$ cat src/assert_macros.svh
// Assertion macros used by the top-level RTL file of the tile plane engine.
`ifndef ASSERT_MACROS_SVH
`define ASSERT_MACROS_SVH

`ifndef SYNTHESIS

// When cond holds at an edge, prop must hold at the same edge.
`define TPRE_ASSERT_SAME(label, clk, rst_n, cond, prop) \
  label: assert property (@(posedge clk) disable iff (!rst_n) (cond) |-> (prop)) \
    else $error("tile plane engine: same-cycle check failed");

// When cond holds at an edge, prop must hold at the next edge.
`define TPRE_ASSERT_NEXT(label, clk, rst_n, cond, prop) \
  label: assert property (@(posedge clk) disable iff (!rst_n) (cond) |=> (prop)) \
    else $error("tile plane engine: next-cycle check failed");

`else

`define TPRE_ASSERT_SAME(label, clk, rst_n, cond, prop)
`define TPRE_ASSERT_NEXT(label, clk, rst_n, cond, prop)

`endif

`endif

$ cat src/tpre_pkg.sv
// Types and constants shared by the tile plane engine modules.
`timescale 1ns / 1ps
package tpre_pkg;

  // Command codes.
  localparam logic [2:0] MODE_WRITE   = 3'd0;
  localparam logic [2:0] MODE_READ    = 3'd1;
  localparam logic [2:0] MODE_FILL    = 3'd2;
  localparam logic [2:0] MODE_SETATTR = 3'd3;
  localparam logic [2:0] MODE_SCROLL  = 3'd4;

  // Stream word widths.
  localparam int IN_TDATA_W  = 56;
  localparam int OUT_TDATA_W = 16;
  localparam int ATTR_W      = 8;
  localparam int CHAR_W      = 8;
  localparam int CELL_W      = CHAR_W + ATTR_W;
  localparam int COORD_W     = 5;
  localparam int DELTA_W     = 6;

  // Coordinate minus delta fits a 7-bit two's complement value.
  localparam int COORD_EXT_W = 7;
  localparam int WRAP_TAB_N  = 1 << COORD_EXT_W;

  // Input word, last field in the lowest bits.
  typedef struct packed {
    logic [1:0]         pad;
    logic signed [1:0]  priority_req;
    logic signed [1:0]  flip_vertical;
    logic signed [1:0]  flip_horizontal;
    logic signed [3:0]  palette;
    logic signed [8:0]  character;
    logic signed [5:0]  delta_y;
    logic signed [5:0]  delta_x;
    logic [4:0]         to_y;
    logic [4:0]         to_x;
    logic [4:0]         from_y;
    logic [4:0]         from_x;
    logic [2:0]         mode;
  } in_word_t;

  // Walk along one axis: from start to stop, counting up or down.
  typedef struct packed {
    logic [COORD_W-1:0] start;
    logic [COORD_W-1:0] stop;
    logic               down;
  } axis_t;

  // Bounds of one rectangle walk, rows outer and columns inner.
  typedef struct packed {
    axis_t x;
    axis_t y;
  } scan_bounds_t;

endpackage

$ cat src/tpre_scan.sv
// Rectangle walker: steps over cells and forms wrapped source and target addresses.
`timescale 1ns / 1ps
module tpre_scan #(
  parameter int PLANE_WIDTH  = 32,
  parameter int PLANE_HEIGHT = 32,
  parameter int XW           = 5,
  parameter int YW           = 5
) (
  input  logic                          clk,
  input  logic                          load,
  input  tpre_pkg::scan_bounds_t        bounds,
  input  logic                          advance,
  input  logic signed [tpre_pkg::DELTA_W-1:0] delta_x,
  input  logic signed [tpre_pkg::DELTA_W-1:0] delta_y,
  output logic                          last,
  output logic [XW+YW-1:0]              src_addr,
  output logic [XW+YW-1:0]              dst_addr
);
  import tpre_pkg::*;

  scan_bounds_t         bnd_r;
  logic [COORD_W-1:0]   x_r, x_nxt;
  logic [COORD_W-1:0]   y_r, y_nxt;
  logic [COORD_EXT_W-1:0] sx, sy;
  logic [XW-1:0]        wrap_x [WRAP_TAB_N];
  logic [YW-1:0]        wrap_y [WRAP_TAB_N];

  // Wrap tables: entry p holds the 7-bit two's complement value p taken modulo the size.
  for (genvar gi = 0; gi < WRAP_TAB_N; gi++) begin : g_wrap
    localparam int V  = (gi < WRAP_TAB_N / 2) ? gi : gi - WRAP_TAB_N;
    localparam int RX = ((V % PLANE_WIDTH) + PLANE_WIDTH) % PLANE_WIDTH;
    localparam int RY = ((V % PLANE_HEIGHT) + PLANE_HEIGHT) % PLANE_HEIGHT;
    assign wrap_x[gi] = XW'(RX);
    assign wrap_y[gi] = YW'(RY);
  end

  // Next position: columns inner, rows outer.
  always_comb begin
    x_nxt = bnd_r.x.down ? x_r - 1'b1 : x_r + 1'b1;
    y_nxt = y_r;
    if (x_r == bnd_r.x.stop) begin
      x_nxt = bnd_r.x.start;
      y_nxt = bnd_r.y.down ? y_r - 1'b1 : y_r + 1'b1;
    end
  end

  always_ff @(posedge clk) begin
    if (load) begin
      bnd_r <= bounds;
      x_r   <= bounds.x.start;
      y_r   <= bounds.y.start;
    end else if (advance) begin
      x_r <= x_nxt;
      y_r <= y_nxt;
    end
  end

  assign last = (x_r == bnd_r.x.stop) && (y_r == bnd_r.y.stop);

  // Source coordinate is the target minus the delta, wrapped into the plane.
  assign sx = {2'b00, x_r} - {delta_x[DELTA_W-1], delta_x};
  assign sy = {2'b00, y_r} - {delta_y[DELTA_W-1], delta_y};

  assign src_addr = {wrap_y[sy], wrap_x[sx]};
  assign dst_addr = {wrap_y[{2'b00, y_r}], wrap_x[{2'b00, x_r}]};

endmodule

$ cat config.mk
export PLATFORM = sky130hd
export DESIGN_NAME = tpre_scan
export DESIGN_NICKNAME = d
export VERILOG_FILES = /design/src/assert_macros.svh /design/src/tpre_pkg.sv /design/src/tpre_scan.sv
export SDC_FILE = /design/constraint.sdc
export NUM_CORES = 1
export LEC_CHECK = 0
export ABC_AREA = 1
export BUFFER_PORTS_ARGS = -buffer_cell sky130_fd_sc_hd__clkbuf_2
export CAP_MARGIN = 20
export CORE_UTILIZATION = 47
export CTS_BUF_LIST = sky130_fd_sc_hd__clkbuf_8
export CTS_CLUSTER_SIZE = 16
export DETAILED_ROUTE_END_ITERATION = 12
export GPL_TIMING_DRIVEN = 1
export PLACE_DENSITY = 0.75
export SLEW_MARGIN = 20
export SYNTH_ARGS = -nofsm -noshare
export SYNTH_HDL_FRONTEND = slang
export SYNTH_SLANG_ARGS = --single-unit
$ cat constraint.sdc
create_clock -name clk -period 2.6 [get_ports clk]
set_clock_uncertainty 0.2 [all_clocks]
set_input_delay 0.52 -clock clk [delete_from_list [all_inputs] [get_ports clk]]
set_output_delay 0.52 -clock clk [all_outputs]
set_load 0.03 [all_outputs]
==> reports/metrics.yaml <==
reg2reg_from: "x_r[2]"
r2r_cells: 6
synth_async_sr_flop_share_pct: 0
vdd_ir_drop_max_mv: 0.301
overflow: 0
r2r-end: "y_r[1]"
cp.arrival_ns: 1.81
syn2layout_area_growth_pct: 25.5
synthCells: 184
pin_count: 58
synth-seq-area-share_pct: 45.5
h-tree-depth: 1
status: "finished, final reports clean"
synth_top_cell_by_area: "edfxtp_1"
root_buffer: "clkbuf_8"
tightest_slew_ns: 0.472
ys_seq_elements: 27
core_um2: 3660
grt_max_degree: 31
setup_tns_ns: 0
place_congestion: 0.846
drtPass1Iterations: 4
worst_ep_required_time_ns: 1.88
finalSetupViolCount: 0
synth.most_common_cell: "nand2_1"
cts_tree: "done"
fillCellCount: 314
p_leak_nw: 1.12
synth_cell_types: 21
synth-edff-count: 27
synth.top_cell.area_share_pct: 45.5
io_buffers: 55
clock_sinks: 27
power_density_nw_per_um2: 685
grt_first_pass_wirelength_mm: 5.52
route.vias.total: 1422
initial_utilization_pct: 48.7
die_height_um: 63.6
cts.clk_slew.worst_paths_ns: 0.09
yosys_warnings: 0
n_antenna_cell: 0
clk_latency_ns: 0.27
synth_area_leaders: "edfxtp_1 (45%), nand2_1 (11%), ha_1 (9.8%), inv_1 (5.5%), fa_1 (4.5%)"
highest_layer: "met4"
crit_fanout: 2
slew_viol_final: 0
route.detailed.drc: 0
synth_flop_cell: "edfxtp_1"
postRouteAntennaNets: 0
row_count: 22
cts_buffers: 3
endpoint: "src_addr[4]"
viasPerCell: 4.80
avgSynthCellArea_um2: 9.69
synth_common_cells: "nand2_1 (50), edfxtp_1 (27), inv_1 (26)"
met2WireLength_mm: 1.53
finalCriticalPeriod_ns: 2.53
slew_headroom_pct: 68.3
met1_length_mm: 1.57
drv_cap: 0
synth_nets: 239
critPathKind: "flop to output pin"
critPathLaunchType: "flop"
die-width_um: 63.6
final_nets: 304
holdCritPathClass: "input pin to flop"
ctsHoldBuffers: 0
fmax_mhz: 395
track_usage_pct: 17.5
antenna_found_initial: 0
drtIter0Drc: 27
drive_above_1_share_pct: 32.7
dpl.hpwl_mm: 2.59
grt_pass1_vias: 1315
synth_area_um2: 1780
utilization_pct: 61.1
finalHoldViolCount: 0
wl_mm: 3.29
critPathLaunch: "x_r[0]"
endpoint_kind: "output pin"
holdWs_ns: 0.219
wl_met3_um: 115
die_area_um2: 4040
routedWlPerCell_um: 11.1
r2r_setup_slack_ns: 0.56
min_period_over_period_pct: 97.3
clockBufferDepth: 2
## worst max-delay path, stage by stage, from the launching register on
cell and delay [ns]:
edfxtp_1 0.36, inv_1 0.05, ha_1 0.20, fa_1 0.43
o21ai_2 0.17, xor2_2 0.13, clkbuf_4 0.19
## sequential cells by signal (all words and copies together) (netlist names)
name and flops:
bnd_r 17, x_r 5, y_r 5
## through the flow
step / instance area (um^2) / std cells / setup WS (ns) / power [mW]
2_1_floorplan: 1800 / 184 / 0.0311 / 1.10
5_1_grt: 2240 / 296 / -0.0159 / 1.64
3_5_place_dp: 2140 / 289 / 0.0506 / 1.27
4_1_cts: 2190 / 293 / 0.0120 / 1.51
3_3_place_gp: 2140 / 289 / 0.0723 / 1.26
6_report: 2240 / 296 / 0.0694 / 1.53
## timing repair
action | in CTS | in global routing
pin swaps | 0 | 2
endpoints found under the hold margin | 0 | 0
resized for setup | 1 | 11
endpoints found under the setup margin | 1 | 4
buffers inserted | 0 | 3
## cell families after synthesis
family / Yosys count / synth area share, %
DFF: 27 / 45.5
and+or+nand+nor: 76 / 19.8
adders and majority gates: 18 / 14.3
buffers and inverters: 30 / 6.74
AOI/OAI and AO/OA: 14 / 3.93
xor gates and xnor gates: 19 / 9.76
## layout by cell type, fill, tap and decap left out, types with 3 or more instances in the layout
| cell | Yosys | final |
|---|---|---|
| fa_1 | 4 | 3 |
| clkbuf_8 | 0 | 3 |
| clkbuf_2 | 0 | 53 |
| nand2_1 | 50 | 49 |
| edfxtp_1 | 27 | 27 |
| nand4_1 | 6 | 6 |
| o21ai_1 | 4 | 3 |
| a21oi_1 | 8 | 8 |
| inv_2 | 2 | 3 |
| xnor2_1 | 9 | 9 |
| xor2_1 | 9 | 7 |
| ha_1 | 14 | 13 |
| nand3_1 | 12 | 11 |
| buf_4 | 0 | 6 |
| inv_1 | 26 | 25 |
| nor2_1 | 3 | 3 |
## worst min-delay path by stage
stage / start / to / slack, ns / depth (start not counted)
after floorplan: bnd_r[21] / x_r[4] / 0.42 / 4
after global placement: bnd_r[20] / x_r[3] / 0.44 / 4
after detailed placement: bnd_r[20] / x_r[3] / 0.44 / 4
after CTS: bounds[4] / bnd_r[4] / 0.22 / 1
after global routing: bounds[1] / bnd_r[1] / 0.21 / 1
final: bounds[16] / bnd_r[16] / 0.22 / 1
## power breakdown
part | internal (mW) | switching (mW)
Clock | 0.107 | 0.128
Combinational | 0.269 | 0.441
Sequential | 0.540 | 0.0491
## per-layer routing
| metal | vias to the layer above | track usage [%] |
|---|---|---|
| li1 | 732 | - |
| met1 | 641 | 24.3 |
| met2 | 42 | 28.2 |
| met3 | 7 | 1.27 |
| met4 | 0 | 6.82 |
| met5 | - | 0 |
## layout make-up
type | instances | area (um^2) | area share [%]
clock buffer | 3 | 41.3 | 1.84
sequential | 27 | 811 | 36.2
multi-input combinational | 127 | 883 | 39.5
tap | 48 | 60.1 | 2.68
clock inverter | 1 | 5.00 | 0.224
timing repair buffer | 61 | 329 | 14.7
inverter | 29 | 109 | 4.86
No activity file was read; power rests on OpenSTA's default activity.
